[config.mk]
export PLATFORM = sky130hd
export DESIGN_NAME = quadrature_decoder_with_speed_flat
export DESIGN_NICKNAME = d
export VERILOG_FILES = /design/src/rtl/core/qdec_pkg.sv /design/src/rtl/core/qdec_if.sv /design/src/rtl/core/qdec_ctrl.sv /design/src/rtl/core/qdec_dp.sv /design/src/rtl/core/quadrature_decoder_with_speed.sv /design/src/flat_wrapper.sv
export SDC_FILE = /design/constraint.sdc
export NUM_CORES = 2
export LEC_CHECK = 0
export ABC_CLOCK_PERIOD_IN_PS = 19300
export BUFFER_PORTS_ARGS = -buffer_cell sky130_fd_sc_hd__buf_2
export CAP_MARGIN = 20
export CORE_MARGIN = 4
export CORE_UTILIZATION = 45
export CTS_CLUSTER_DIAMETER = 150
export DETAILED_ROUTE_END_ITERATION = 8
export GPL_ROUTABILITY_DRIVEN = 1
export SLEW_MARGIN = 40
export SYNTH_ARGS = -nofsm -noshare
export SYNTH_HDL_FRONTEND = slang
export SYNTH_HIERARCHICAL = 1
export SYNTH_SLANG_ARGS = --single-unit
export TNS_END_PERCENT = 5
[constraint.sdc]
create_clock -name clock -period 19.3 [get_ports clock]
set_input_delay 4.825 -clock clock [delete_from_list [all_inputs] [get_ports clock]]
set_output_delay 4.825 -clock clock [all_outputs]
set_load 0.03 [all_outputs]
[src/rtl/core/qdec_pkg.sv]
package qdec_pkg;

   localparam int unsigned DATA_W = 32;
   localparam int unsigned CSR_INDEX_W = 3;

   // Scale from steps per tick to degrees per second.
   localparam logic [DATA_W-1:0] SPEED_SCALE = 32'd27000000;

   localparam logic [1:0] ACTION_EDGE = 2'd0;
   localparam logic [1:0] ACTION_POLL = 2'd1;
   localparam logic [1:0] ACTION_RESET = 2'd2;

   localparam logic [1:0] STATUS_OK = 2'd0;
   localparam logic [1:0] STATUS_PHASE_ERROR = 2'd1;
   localparam logic [1:0] STATUS_SPEED_UPDATED = 2'd2;
   localparam logic [1:0] STATUS_TIME_INVALID = 2'd3;

   localparam logic [1:0] DIR_IDLE = 2'd0;
   localparam logic [1:0] DIR_FORWARD = 2'd1;
   localparam logic [1:0] DIR_BACKWARD = 2'd2;

   localparam logic [CSR_INDEX_W-1:0] CSR_PHASE_A = 3'd0;
   localparam logic [CSR_INDEX_W-1:0] CSR_PHASE_B = 3'd1;
   localparam logic [CSR_INDEX_W-1:0] CSR_PHASE_C = 3'd2;
   localparam logic [CSR_INDEX_W-1:0] CSR_PHASE_D = 3'd3;
   localparam logic [CSR_INDEX_W-1:0] CSR_WINDOW_TICKS = 3'd4;

   typedef struct packed {
      logic take;       // an input item is accepted this cycle
      logic mul;        // register the step count times the scale
      logic div_load;   // load the divider and check for overflow
      logic div_step;   // one quotient bit
      logic speed_hold; // store the finished speed
      logic rsp_load;   // load the output register
   } qdec_cmd_type;

   typedef struct packed {
      logic speed_go;   // a poll now would recompute the speed
   } qdec_stat_type;

endpackage

[src/rtl/core/qdec_if.sv]
interface qdec_req_if;
   logic        valid;
   logic        ready;
   logic [1:0]  action;
   logic [1:0]  pins;
   logic [31:0] now;

   modport source(output valid, action, pins, now, input ready);
   modport sink(input valid, action, pins, now, output ready);
endinterface

interface qdec_rsp_if;
   logic               valid;
   logic               ready;
   logic [1:0]         status;
   logic signed [31:0] angle_tenths;
   logic [31:0]        speed_deg_per_s;
   logic [1:0]         direction;

   modport source(output valid, status, angle_tenths, speed_deg_per_s, direction,
                  input ready);
   modport sink(input valid, status, angle_tenths, speed_deg_per_s, direction,
                output ready);
endinterface

interface qdec_csr_if;
   logic        valid;
   logic        ready;
   logic [2:0]  index;
   logic [31:0] data;

   modport source(output valid, index, data, input ready);
   modport sink(input valid, index, data, output ready);
endinterface

[src/rtl/core/qdec_ctrl.sv]
module qdec_ctrl (
   input  logic                   clock,
   input  logic                   reset,
   input  logic                   req_valid,
   input  logic [1:0]             req_action,
   output logic                   req_ready,
   output logic                   rsp_valid,
   input  logic                   rsp_ready,
   input  qdec_pkg::qdec_stat_type stat,
   output qdec_pkg::qdec_cmd_type  cmd
);

   localparam logic [2:0] S_IDLE = 3'd0;
   localparam logic [2:0] S_MUL  = 3'd1;
   localparam logic [2:0] S_LOAD = 3'd2;
   localparam logic [2:0] S_DIV  = 3'd3;
   localparam logic [2:0] S_SPD  = 3'd4;
   localparam logic [2:0] S_DONE = 3'd5;

   localparam int unsigned STEPS = qdec_pkg::DATA_W;
   localparam int unsigned CNT_W = $clog2(STEPS);

   logic [2:0]       state_ff, state_in;
   logic [CNT_W-1:0] count_ff, count_in;
   logic             rsp_valid_ff, rsp_valid_in;
   logic             accept;
   logic             rsp_free;

   assign req_ready = (state_ff == S_IDLE);
   assign accept    = req_valid && req_ready;
   assign rsp_free  = !rsp_valid_ff || rsp_ready;
   assign rsp_valid = rsp_valid_ff;

   always_comb begin
      state_in = state_ff;
      count_in = count_ff;
      cmd      = '0;
      cmd.take = accept;
      unique case (state_ff)
         S_IDLE: begin
            if (accept && req_action == qdec_pkg::ACTION_POLL) begin
               state_in = stat.speed_go ? S_MUL : S_DONE;
            end
         end
         S_MUL: begin
            cmd.mul  = 1'b1;
            state_in = S_LOAD;
         end
         S_LOAD: begin
            cmd.div_load = 1'b1;
            count_in     = '0;
            state_in     = S_DIV;
         end
         S_DIV: begin
            cmd.div_step = 1'b1;
            count_in     = count_ff + 1'b1;
            if (count_ff == CNT_W'(STEPS - 1)) begin
               state_in = S_SPD;
            end
         end
         S_SPD: begin
            cmd.speed_hold = 1'b1;
            state_in       = S_DONE;
         end
         S_DONE: begin
            if (rsp_free) begin
               cmd.rsp_load = 1'b1;
               state_in     = S_IDLE;
            end
         end
         default: begin
            state_in = S_IDLE;
         end
      endcase
   end

   always_comb begin
      rsp_valid_in = rsp_valid_ff;
      if (cmd.rsp_load) begin
         rsp_valid_in = 1'b1;
      end else if (rsp_ready) begin
         rsp_valid_in = 1'b0;
      end
   end

   always_ff @(posedge clock) begin
      if (reset) begin
         state_ff     <= S_IDLE;
         count_ff     <= '0;
         rsp_valid_ff <= 1'b0;
      end else begin
         state_ff     <= state_in;
         count_ff     <= count_in;
         rsp_valid_ff <= rsp_valid_in;
      end
   end

endmodule

[src/rtl/core/qdec_dp.sv]
module qdec_dp (
   input  logic                    clock,
   input  logic                    reset,
   input  qdec_pkg::qdec_cmd_type  cmd,
   output qdec_pkg::qdec_stat_type stat,
   input  logic [1:0]              req_action,
   input  logic [1:0]              req_pins,
   input  logic [31:0]             req_now,
   input  logic                    csr_write,
   input  logic [2:0]              csr_index,
   input  logic [31:0]             csr_data,
   output logic [1:0]              rsp_status,
   output logic signed [31:0]      rsp_angle_tenths,
   output logic [31:0]             rsp_speed_deg_per_s,
   output logic [1:0]              rsp_direction
);

   localparam int unsigned W = qdec_pkg::DATA_W;

   localparam logic [1:0] KIND_NONE     = 2'd0;
   localparam logic [1:0] KIND_FORWARD  = 2'd1;
   localparam logic [1:0] KIND_BACKWARD = 2'd2;
   localparam logic [1:0] KIND_ERROR    = 2'd3;

   // Configuration.
   logic [1:0]   code_a_ff, code_b_ff, code_c_ff, code_d_ff;
   logic [W-1:0] window_ff;

   // Encoder state.
   logic [1:0]   last_phase_ff;
   logic [W-1:0] signed_steps_ff, total_steps_ff;
   logic         phase_error_ff;
   logic [W-1:0] window_start_ff, last_edge_ff, elapsed_ff;
   logic [W-1:0] steps_at_window_ff, steps_at_poll_ff, held_speed_ff;

   // Poll result staging and divider.
   logic [1:0]   res_status_ff, res_dir_ff;
   logic [W-1:0] res_angle_ff;
   logic [W-1:0] delta_ff, divisor_ff;
   logic [2*W-1:0] prod_ff;
   logic [W-1:0] rem_ff, quo_ff;
   logic         sat_ff;

   // Output register.
   logic [1:0]   out_status_ff, out_dir_ff;
   logic [W-1:0] out_angle_ff, out_speed_ff;

   logic [1:0]   kind;
   logic [1:0]   dir;
   logic [W+1:0] angle_wide;
   logic [W-1:0] angle_sat;
   logic         window_hit;
   logic [W:0]   trial;
   logic         trial_fits;

   always_comb begin
      kind = KIND_NONE;
      priority if (last_phase_ff == code_b_ff) begin
         priority if (req_pins == code_a_ff) kind = KIND_BACKWARD;
         else if (req_pins == code_c_ff) kind = KIND_FORWARD;
         else if (req_pins == code_d_ff) kind = KIND_ERROR;
         else kind = KIND_NONE;
      end else if (last_phase_ff == code_a_ff) begin
         priority if (req_pins == code_b_ff) kind = KIND_FORWARD;
         else if (req_pins == code_d_ff) kind = KIND_BACKWARD;
         else if (req_pins == code_c_ff) kind = KIND_ERROR;
         else kind = KIND_NONE;
      end else if (last_phase_ff == code_c_ff) begin
         priority if (req_pins == code_d_ff) kind = KIND_FORWARD;
         else if (req_pins == code_b_ff) kind = KIND_BACKWARD;
         else if (req_pins == code_a_ff) kind = KIND_ERROR;
         else kind = KIND_NONE;
      end else if (last_phase_ff == code_d_ff) begin
         priority if (req_pins == code_a_ff) kind = KIND_FORWARD;
         else if (req_pins == code_c_ff) kind = KIND_BACKWARD;
         else if (req_pins == code_b_ff) kind = KIND_ERROR;
         else kind = KIND_NONE;
      end else begin
         kind = KIND_NONE;
      end
   end

   // Angle is the signed count times three, clamped to the 32-bit signed range.
   always_comb begin
      angle_wide = {{2{signed_steps_ff[W-1]}}, signed_steps_ff}
                 + {signed_steps_ff[W-1], signed_steps_ff, 1'b0};
      if (!angle_wide[W+1] && angle_wide[W:W-1] != 2'b00) begin
         angle_sat = {1'b0, {(W-1){1'b1}}};
      end else if (angle_wide[W+1] && angle_wide[W:W-1] != 2'b11) begin
         angle_sat = {1'b1, {(W-1){1'b0}}};
      end else begin
         angle_sat = angle_wide[W-1:0];
      end
   end

   always_comb begin
      if ($signed(signed_steps_ff) > $signed(steps_at_poll_ff)) begin
         dir = qdec_pkg::DIR_FORWARD;
      end else if ($signed(signed_steps_ff) < $signed(steps_at_poll_ff)) begin
         dir = qdec_pkg::DIR_BACKWARD;
      end else begin
         dir = qdec_pkg::DIR_IDLE;
      end
   end

   assign window_hit    = (elapsed_ff >= window_ff);
   assign stat.speed_go = !phase_error_ff && window_hit && (elapsed_ff != '0);

   // With no overflow the remainder stays below the divisor; one shift-subtract per bit.
   assign trial      = {rem_ff, quo_ff[W-1]};
   assign trial_fits = (trial >= {1'b0, divisor_ff});

   always_ff @(posedge clock) begin
      if (reset) begin
         code_a_ff          <= 2'd0;
         code_b_ff          <= 2'd1;
         code_c_ff          <= 2'd3;
         code_d_ff          <= 2'd2;
         window_ff          <= 32'd22500000;
         last_phase_ff      <= '0;
         signed_steps_ff    <= '0;
         total_steps_ff     <= '0;
         phase_error_ff     <= 1'b0;
         window_start_ff    <= '0;
         last_edge_ff       <= '0;
         elapsed_ff         <= '0;
         steps_at_window_ff <= '0;
         steps_at_poll_ff   <= '0;
         held_speed_ff      <= '0;
      end else begin
         if (csr_write) begin
            unique case (csr_index)
               qdec_pkg::CSR_PHASE_A:      code_a_ff <= csr_data[1:0];
               qdec_pkg::CSR_PHASE_B:      code_b_ff <= csr_data[1:0];
               qdec_pkg::CSR_PHASE_C:      code_c_ff <= csr_data[1:0];
               qdec_pkg::CSR_PHASE_D:      code_d_ff <= csr_data[1:0];
               qdec_pkg::CSR_WINDOW_TICKS: window_ff <= csr_data;
               default: ;
            endcase
         end
         if (cmd.take) begin
            unique case (req_action)
               qdec_pkg::ACTION_EDGE: begin
                  last_edge_ff  <= req_now;
                  elapsed_ff    <= req_now - window_start_ff;
                  last_phase_ff <= req_pins;
                  unique case (kind)
                     KIND_FORWARD: begin
                        signed_steps_ff <= signed_steps_ff + 1'b1;
                        total_steps_ff  <= total_steps_ff + 1'b1;
                     end
                     KIND_BACKWARD: begin
                        signed_steps_ff <= signed_steps_ff - 1'b1;
                        total_steps_ff  <= total_steps_ff + 1'b1;
                     end
                     KIND_ERROR: phase_error_ff <= 1'b1;
                     default: ;
                  endcase
               end
               qdec_pkg::ACTION_RESET: begin
                  last_phase_ff      <= req_pins;
                  signed_steps_ff    <= '0;
                  total_steps_ff     <= '0;
                  phase_error_ff     <= 1'b0;
                  elapsed_ff         <= '0;
                  steps_at_window_ff <= '0;
                  window_start_ff    <= req_now;
                  last_edge_ff       <= req_now;
               end
               qdec_pkg::ACTION_POLL: begin
                  if (!phase_error_ff) begin
                     steps_at_poll_ff <= signed_steps_ff;
                     if (stat.speed_go) begin
                        window_start_ff    <= last_edge_ff;
                        steps_at_window_ff <= total_steps_ff;
                        elapsed_ff         <= '0;
                     end
                  end
               end
               default: ;
            endcase
         end
         if (cmd.speed_hold) begin
            held_speed_ff <= sat_ff ? {W{1'b1}} : quo_ff;
         end
      end
   end

   // Payload registers.
   always_ff @(posedge clock) begin
      if (cmd.take && req_action == qdec_pkg::ACTION_POLL) begin
         if (phase_error_ff) begin
            res_status_ff <= qdec_pkg::STATUS_PHASE_ERROR;
            res_angle_ff  <= '0;
            res_dir_ff    <= qdec_pkg::DIR_IDLE;
         end else begin
            res_angle_ff <= angle_sat;
            res_dir_ff   <= dir;
            if (!window_hit) begin
               res_status_ff <= qdec_pkg::STATUS_OK;
            end else if (elapsed_ff == '0) begin
               res_status_ff <= qdec_pkg::STATUS_TIME_INVALID;
            end else begin
               res_status_ff <= qdec_pkg::STATUS_SPEED_UPDATED;
            end
         end
         delta_ff   <= total_steps_ff - steps_at_window_ff;
         divisor_ff <= elapsed_ff;
      end
      if (cmd.mul) begin
         prod_ff <= delta_ff * qdec_pkg::SPEED_SCALE;
      end
      if (cmd.div_load) begin
         rem_ff <= prod_ff[2*W-1:W];
         quo_ff <= prod_ff[W-1:0];
         // A high half at or above the divisor means the quotient needs more than 32 bits.
         sat_ff <= (prod_ff[2*W-1:W] >= divisor_ff);
      end
      if (cmd.div_step) begin
         rem_ff <= trial_fits ? W'(trial - {1'b0, divisor_ff}) : trial[W-1:0];
         quo_ff <= {quo_ff[W-2:0], trial_fits};
      end
      if (cmd.rsp_load) begin
         out_status_ff <= res_status_ff;
         out_angle_ff  <= res_angle_ff;
         out_speed_ff  <= held_speed_ff;
         out_dir_ff    <= res_dir_ff;
      end
   end

   assign rsp_status          = out_status_ff;
   assign rsp_angle_tenths    = $signed(out_angle_ff);
   assign rsp_speed_deg_per_s = out_speed_ff;
   assign rsp_direction       = out_dir_ff;

endmodule

[src/rtl/core/quadrature_decoder_with_speed.sv]
// Channel   Direction  Payload                                         Handshake
// req_ch    in         action, pins, now                               valid/ready
// rsp_ch    out        status, angle_tenths, speed_deg_per_s, direction valid/ready
// csr_ch    in         index, data                                     valid/ready, always ready
//
// Edge, reset and unused action items finish when taken; a poll ends in an output load,
// after a multiply, a divider load and 32 divide steps when the speed is recomputed.
// The serial divider sets the worst case; only one item is in work at a time.
// Synchronous active-high reset restores the register defaults and clears all counters.
// A finished result waits in the output register while the next item is taken in; a poll
// behind it holds until that result is transferred.
module quadrature_decoder_with_speed (
   input logic       clock,
   input logic       reset,
   qdec_req_if.sink  req_ch,
   qdec_rsp_if.source rsp_ch,
   qdec_csr_if.sink  csr_ch
);

   qdec_pkg::qdec_cmd_type  cmd;
   qdec_pkg::qdec_stat_type stat;

   assign csr_ch.ready = 1'b1;

   qdec_ctrl u_ctrl (
      .clock      (clock),
      .reset      (reset),
      .req_valid  (req_ch.valid),
      .req_action (req_ch.action),
      .req_ready  (req_ch.ready),
      .rsp_valid  (rsp_ch.valid),
      .rsp_ready  (rsp_ch.ready),
      .stat       (stat),
      .cmd        (cmd)
   );

   qdec_dp u_dp (
      .clock               (clock),
      .reset               (reset),
      .cmd                 (cmd),
      .stat                (stat),
      .req_action          (req_ch.action),
      .req_pins            (req_ch.pins),
      .req_now             (req_ch.now),
      .csr_write           (csr_ch.valid),
      .csr_index           (csr_ch.index),
      .csr_data            (csr_ch.data),
      .rsp_status          (rsp_ch.status),
      .rsp_angle_tenths    (rsp_ch.angle_tenths),
      .rsp_speed_deg_per_s (rsp_ch.speed_deg_per_s),
      .rsp_direction       (rsp_ch.direction)
   );

endmodule

[src/flat_wrapper.sv]
// flat-port wrapper written by rule: the top's interface ports become plain ports
module quadrature_decoder_with_speed_flat 
  (clock, reset, req_ch_valid, req_ch_action, req_ch_pins, req_ch_now, req_ch_ready, rsp_ch_valid, rsp_ch_status, rsp_ch_angle_tenths, rsp_ch_speed_deg_per_s, rsp_ch_direction, rsp_ch_ready, csr_ch_valid, csr_ch_index, csr_ch_data, csr_ch_ready);
  qdec_req_if req_ch_i ();
  qdec_rsp_if rsp_ch_i ();
  qdec_csr_if csr_ch_i ();
  input logic clock;
  input logic reset;
  input wire logic [$bits(req_ch_i.valid)-1:0] req_ch_valid;
  input wire logic [$bits(req_ch_i.action)-1:0] req_ch_action;
  input wire logic [$bits(req_ch_i.pins)-1:0] req_ch_pins;
  input wire logic [$bits(req_ch_i.now)-1:0] req_ch_now;
  output wire logic [$bits(req_ch_i.ready)-1:0] req_ch_ready;
  output wire logic [$bits(rsp_ch_i.valid)-1:0] rsp_ch_valid;
  output wire logic [$bits(rsp_ch_i.status)-1:0] rsp_ch_status;
  output wire logic [$bits(rsp_ch_i.angle_tenths)-1:0] rsp_ch_angle_tenths;
  output wire logic [$bits(rsp_ch_i.speed_deg_per_s)-1:0] rsp_ch_speed_deg_per_s;
  output wire logic [$bits(rsp_ch_i.direction)-1:0] rsp_ch_direction;
  input wire logic [$bits(rsp_ch_i.ready)-1:0] rsp_ch_ready;
  input wire logic [$bits(csr_ch_i.valid)-1:0] csr_ch_valid;
  input wire logic [$bits(csr_ch_i.index)-1:0] csr_ch_index;
  input wire logic [$bits(csr_ch_i.data)-1:0] csr_ch_data;
  output wire logic [$bits(csr_ch_i.ready)-1:0] csr_ch_ready;
  assign req_ch_i.valid = req_ch_valid;
  assign req_ch_i.action = req_ch_action;
  assign req_ch_i.pins = req_ch_pins;
  assign req_ch_i.now = req_ch_now;
  assign req_ch_ready = req_ch_i.ready;
  assign rsp_ch_valid = rsp_ch_i.valid;
  assign rsp_ch_status = rsp_ch_i.status;
  assign rsp_ch_angle_tenths = rsp_ch_i.angle_tenths;
  assign rsp_ch_speed_deg_per_s = rsp_ch_i.speed_deg_per_s;
  assign rsp_ch_direction = rsp_ch_i.direction;
  assign rsp_ch_i.ready = rsp_ch_ready;
  assign csr_ch_i.valid = csr_ch_valid;
  assign csr_ch_i.index = csr_ch_index;
  assign csr_ch_i.data = csr_ch_data;
  assign csr_ch_ready = csr_ch_i.ready;
  quadrature_decoder_with_speed u_core (.clock(clock), .reset(reset), .req_ch(req_ch_i), .rsp_ch(rsp_ch_i), .csr_ch(csr_ch_i));
endmodule
# Yosys cells after proc, flatten, opt, wreduce, memory -nomap -nowiden
# Index checks and enable logic that the tools add are counted.
[classes] addsub=8 n_mul=1 order_cmp=5 n_eq_ne=32 mux=57 bitwise_logic=2 n_reduce_logical=40
[ops] op="two-way mux 32 bit" n=14
[ops] op="one-hot mux 32 bit (2 select lines)" n=5
[ops] op="one-hot mux 32 bit (3 select lines)" n=1
[ops] op="subtractor 32 bit" n=3
[ops] op="adder 32 x 1 -> 32 bit (second input constant)" n=2
[ops] op="multiplier 32 x 19 -> 51 bit (second input constant)" n=1
[ops] op="adder 32 x 33 -> 34 bit" n=1
[ops] op="two-way mux 2 bit" n=17
[ops] op=">= comparator 33 x 32 -> 1 bit" n=1
[ops] op=">= comparator 25 x 32 -> 1 bit" n=1
[ops] op=">= comparator 32 bit" n=1
[ops] op="greater-than comparator 32 bit" n=1
[ops] op="logical NOT 32 bit" n=1
[ops] op="less-than comparator 32 bit" n=1
[ops] op="nonzero test 32 bit" n=1
[ops] op="subtractor 32 x 1 -> 32 bit (second input constant)" n=1
[ops] op="two-way mux 31 bit" n=1
[ops] op="one-hot mux 3 bit (6 select lines)" n=1
[ops] op="== test 2 bit" n=8
[ops] op="AND reduction 3 bit" n=5
[ops] op="!= test 2 bit (second input constant)" n=7
[ops] op="== test 3 x 2 -> 1 bit (second input constant)" n=4
[ops] op="two-way mux 1 bit" n=12
[ops] op="two-way mux 3 bit" n=4
[ops] op="21 further kinds" n=51
[totals] ff_bits=592 in_bits=76 out_inout_bits=71 word_cells=179

# Longest topological paths before layout
[depth] ltp_word=12 ltp_mapped=24 ltp_nobuf=23

# By module
# The synthesis kept the hierarchy.
[modules_own_cells] mod="qdec_dp" instances=1 cells_per_inst=4553 area_per_inst_um2=43565.5 seq_area_each_um2=14513.9
[modules_own_cells] mod="qdec_ctrl" instances=1 cells_per_inst=59 area_per_inst_um2=511.7 seq_area_each_um2=180.2
[modules_own_cells] mod="quadrature_decoder_with_speed" instances=1 cells_per_inst=2 area_per_inst_um2=11.3 seq_area_each_um2=0.0

# Worst setup path before layout
# OpenSTA, ideal clock, no wires.
[synth_timing] path_type="input-to-reg" from="input port req_ch_pins[0]" to="register u_core.u_dp.signed_steps_ff[30]" arrival_ps=9255 required_ps=19183 path_slack_ps=9928 stages=21 path_buffers=2 cell_sequence="clkbuf_1 xor2_1 nor2_1 o21ai_0 o21ai_0 a21oi_1 o21ai_0 and2_1 ha_1 ha_1 clkbuf_1 a21o_1 a221oi_1 o31ai_1 nand2_1 a311o_1 o31ai_1 o41ai_1 o21ai_1 xor2_1 a22o_1"
[synth_between] elab_chain_cells=11
[synth_lines] item="from (decl)" line="flat_wrapper.sv:11" source="input wire logic [$bits(req_ch_i.pins)-1:0] req_ch_pins;"
[synth_lines] item="== test 2 bit" line="qdec_dp.sv:64, qdec_dp.sv:70, qdec_dp.sv:76"
[synth_lines] item="two-way mux 2 bit" line="qdec_dp.sv:76" source="else if (req_pins == code_b_ff) kind = KIND_ERROR;"
[synth_lines] item="two-way mux 2 bit" line="qdec_dp.sv:75" source="else if (req_pins == code_c_ff) kind = KIND_BACKWARD;"
[synth_lines] item="two-way mux 2 bit" line="qdec_dp.sv:74" source="priority if (req_pins == code_a_ff) kind = KIND_FORWARD;"
[synth_lines] item="two-way mux 2 bit" line="qdec_dp.sv:73" source="end else if (last_phase_ff == code_d_ff) begin"
[synth_lines] item="two-way mux 2 bit" line="qdec_dp.sv:68" source="end else if (last_phase_ff == code_c_ff) begin"
[synth_lines] item="two-way mux 2 bit" line="qdec_dp.sv:63" source="end else if (last_phase_ff == code_a_ff) begin"
[synth_lines] item="two-way mux 2 bit *" line="qdec_dp.sv:58" source="priority if (last_phase_ff == code_b_ff) begin"
[synth_lines] item="== test 2 bit or == test 2 x 1 -> 1 bit (tied branches)" line="qdec_dp.sv:147" source="unique case (kind)"
[synth_lines] item="one-hot mux 32 bit (2 select lines) or != test 3 x 1 -> 1 bit (tied branches)"
[synth_lines] item="one-hot mux 32 bit (2 select lines) or AND reduction 3 bit (tied branches)"
[synth_lines] item="to (signal assigned)" line="qdec_dp.sv:149" source="signed_steps_ff <= signed_steps_ff + 1'b1;"
[synth_lines] item="to (signal assigned)" line="qdec_dp.sv:153" source="signed_steps_ff <= signed_steps_ff - 1'b1;"
[synth_lines] item="to (decl)" line="qdec_dp.sv:31" source="logic [W-1:0] signed_steps_ff, total_steps_ff;"
# Every way passes the cells marked *; elsewhere a longest branch is shown, timed or not.
# A chain may end at the register's enable or synchronous reset.

# Worst setup path in the final report
# Ends and elaborated chain as after synthesis.

==> flow_summary.ini <==
[logic_synthesis]
synthCells = 4614
synth-simple-area-share = 0.116
async_flop_share = 0
synth.most_common_cell = inv_1
synth_adder_area_share = 0.265
synthTopCellsByCount = inv_1 (659), ha_1 (457), nand2_1 (420), a21oi_1 (362), dfxtp_1 (308)
synth_top_family_by_area = adder cells
synth_top_cell_area_share = 0.193
syn_area_per_cell_um2 = 9.56
yosys.area.top_type = edfxtp_1
ys.warnings.count = 6
synth_compound_area_frac = 0.148
ys_types = 84
synth-seq-area-share = 0.333
synthXorXnorAreaFrac = 0.0511
yosys-top-cells-area = edfxtp_1 (19%), dfxtp_1 (14%), fa_1 (13%)
ys.flop_type = dfxtp_1
ys_ff_latch = 592
synth_area_mm2 = 0.0441
synth-edff-count = 284
yosys-mux-area-fraction = 0.0172
synth_nets = 5444

[setup_path]
critPathSlowestCell = o31ai_1
critical_path_class = input port to flop
cp-end-kind = flop
worstPathRequired_ns = 19.83
cpMostUsedCell = o21ai_0
rrSetupSlack_ns = 11.66
path_max_fanout = 33
critPathTopFamily = compound AO/OA/AOI/OAI gates
reg2reg_depth = 21
path_cells = buf_2, xor2_1, nor2_1, o21ai_0, o21ai_0, a21oi_1, o21ai_0, and2_1, ha_1, buf_4, ha_1, o21ai_0, o21a_1, o31ai_1, nand2_1, a311o_1, o31ai_1, o41ai_1, o21ai_1, xor2_1, a22o_1
path_buf_inv = 2
cp.depth = 21
cp-start-kind = input port
cpPeakStageDelay_ns = 0.54
worst_ep_arrival_time_ns = 9.48

[placed_design]
portBuffers = 145
hpwl_mm = 81.6
place.gp.congestion = 0.893
dp.cells = 5909

[clock_tree]
cts_tree = yes
clockBufferDepth = 3
htreeDepth = 3
clk_latency_ns = 0.64
cts_sinks = 592
ctsHoldBuffers = 0
cts_made_buffers = 71
path_clk_slew_ns = 0.06
cts_root_buf = clkbuf_16
post_cts_buffers = 0
cts_resized = 0

[finish]
antenna_cells = 0
final_util = 0.499
final_cells = 6036
drive_above_1_share = 0.0727
finish.net_count = 5536
nFillCells = 9124
syn2layout_area_growth_pct = 9.86

[sta]
grt_setup_unrepaired = no
slew_headroom = 0.470
slew_violations = 0
setup_viol_count_final = 0
fin_crit_ns = 8.95
hold_ws_ns = 0.418
finalCritPeriodShare = 0.464
timing.fmax_mhz = 112
hold_viol_final = 0
fin_skew_ns = 0.0245
finalSetupTns_ns = 0
worst_pin_slew_ns = 0.796

[drt]
drtIter0Drc = 1775
via_per_inst = 5.30
route.detailed.drc = 0
wirelength_mm = 105
routedWlPerCell_um = 17.4
drt-pass1-iter-count = 6
vias = 32000
antenna_left = 0

[global_route]
grt.busiest_layer = met2
grt_pass1_vias = 31300
overflow = 0
grt.total_usage = 0.204
grtUsageMet1 = 0.295
use_met2 = 0.318
grt_pass1_wl_mm = 170
use_met3 = 0.0387
grt_start_max_net_pins = 95
antenna_found_initial = 6

[die]
dieHeight_um = 321
die_area_mm2 = 0.103
initial_core_util = 0.455
core_mm2 = 0.0970
ios = 147
dieWidth_um = 321
rows = 114

[run]
max_cap_violations = 0

[worst_hold_path]
min_path_type = flop to flop
holdPathStages = 0

[run_status]
outcome = finished, final reports clean
## placed cells by master, fill, tap and decap left out, types with 49 or more instances in the layout
master	instances
nand3_1	106
xnor2_1	151
o21ai_0	101
buf_2	144
o21ai_1	49
a21oi_1	361
xor2_1	106
fa_1	297
clkbuf_16	73
ha_1	456
dfxtp_1	308
a21o_1	147
edfxtp_1	284
nand2_1	417
nor2_1	280
inv_1	659
a211oi_1	78
## stage by stage
step           worst slack [ns]  instance area (µm²)
2_1_floorplan              9.93                44100
4_1_cts                   10.40                48400
3_5_place_dp               9.70                46100
3_3_place_gp               9.77                46000
6_report                  10.35                48400
5_1_grt                    9.89                48400
## kinds of logic (layout without fill, tap and decap cells)
| group | after synthesis | in the layout |
|---|---|---|
| AND/OR/NAND/NOR | 1106 | 1106 |
| other | 1 | 1 |
| multiplexers | 72 | 72 |
| flip-flops | 592 | 592 |
| XOR/XNOR | 257 | 257 |
| AO/OA/AOI/OAI | 1022 | 1022 |
| adder cells (fa/ha/maj) | 754 | 754 |
| buffers and inverters | 810 | 956 |
## sequential cells by signal (all words and copies together), names as in the netlist, 3 cells and up
signal and cells:
u_core/u_dp/window_start_ff 32, u_core/u_dp/held_speed_ff 32, u_core/u_ctrl/state_ff 3, u_core/u_dp/delta_ff 32
u_core/u_dp/signed_steps_ff 32, u_core/u_dp/total_steps_ff 32, u_core/u_dp/rem_ff 32, u_core/u_dp/rsp_speed_deg_per_s 32
u_core/u_dp/steps_at_window_ff 32, u_core/u_dp/quo_ff 32, u_core/u_dp/window_ff 32, u_core/u_dp/rsp_angle_tenths 32
u_core/u_dp/prod_ff 51, u_core/u_dp/steps_at_poll_ff 32, u_core/u_ctrl/count_ff 5, u_core/u_dp/divisor_ff 32
u_core/u_dp/res_angle_ff 32, u_core/u_dp/last_edge_ff 32, u_core/u_dp/elapsed_ff 32
## cell type report
type | count | area, µm² | share of cell area
Clock buffer | 96 | 2000 | 0.0412
Clock inverter | 31 | 344 | 0.00710
Inverter | 659 | 2470 | 0.0511
Multi-Input combinational cell | 3212 | 26400 | 0.544
Sequential cell | 592 | 14700 | 0.303
Tap cell | 1276 | 1600 | 0.0330
Timing Repair Buffer | 170 | 957 | 0.0198
## worst paths after layout
check | from | endpoint
hold reg to reg | u_core/u_dp/res_angle_ff[18] | u_core/u_dp/rsp_angle_tenths[18]
setup reg to reg | u_core/u_dp/delta_ff[8] | u_core/u_dp/prod_ff[56]
setup / recovery | req_ch_pins[0] | u_core/u_dp/signed_steps_ff[30]
hold / removal | u_core/u_dp/res_angle_ff[18] | u_core/u_dp/rsp_angle_tenths[18]
## per-layer routing
metal	vias up	share of wire
li1	16000	-
met1	15300	0.49
met2	553	0.44
met3	140	0.047
met4	6	0.023
met5	-	0.00035
Power is left out: the tool's default activity adds up to more than one toggle a clock period on the data nets, which glitch-free logic cannot reach.
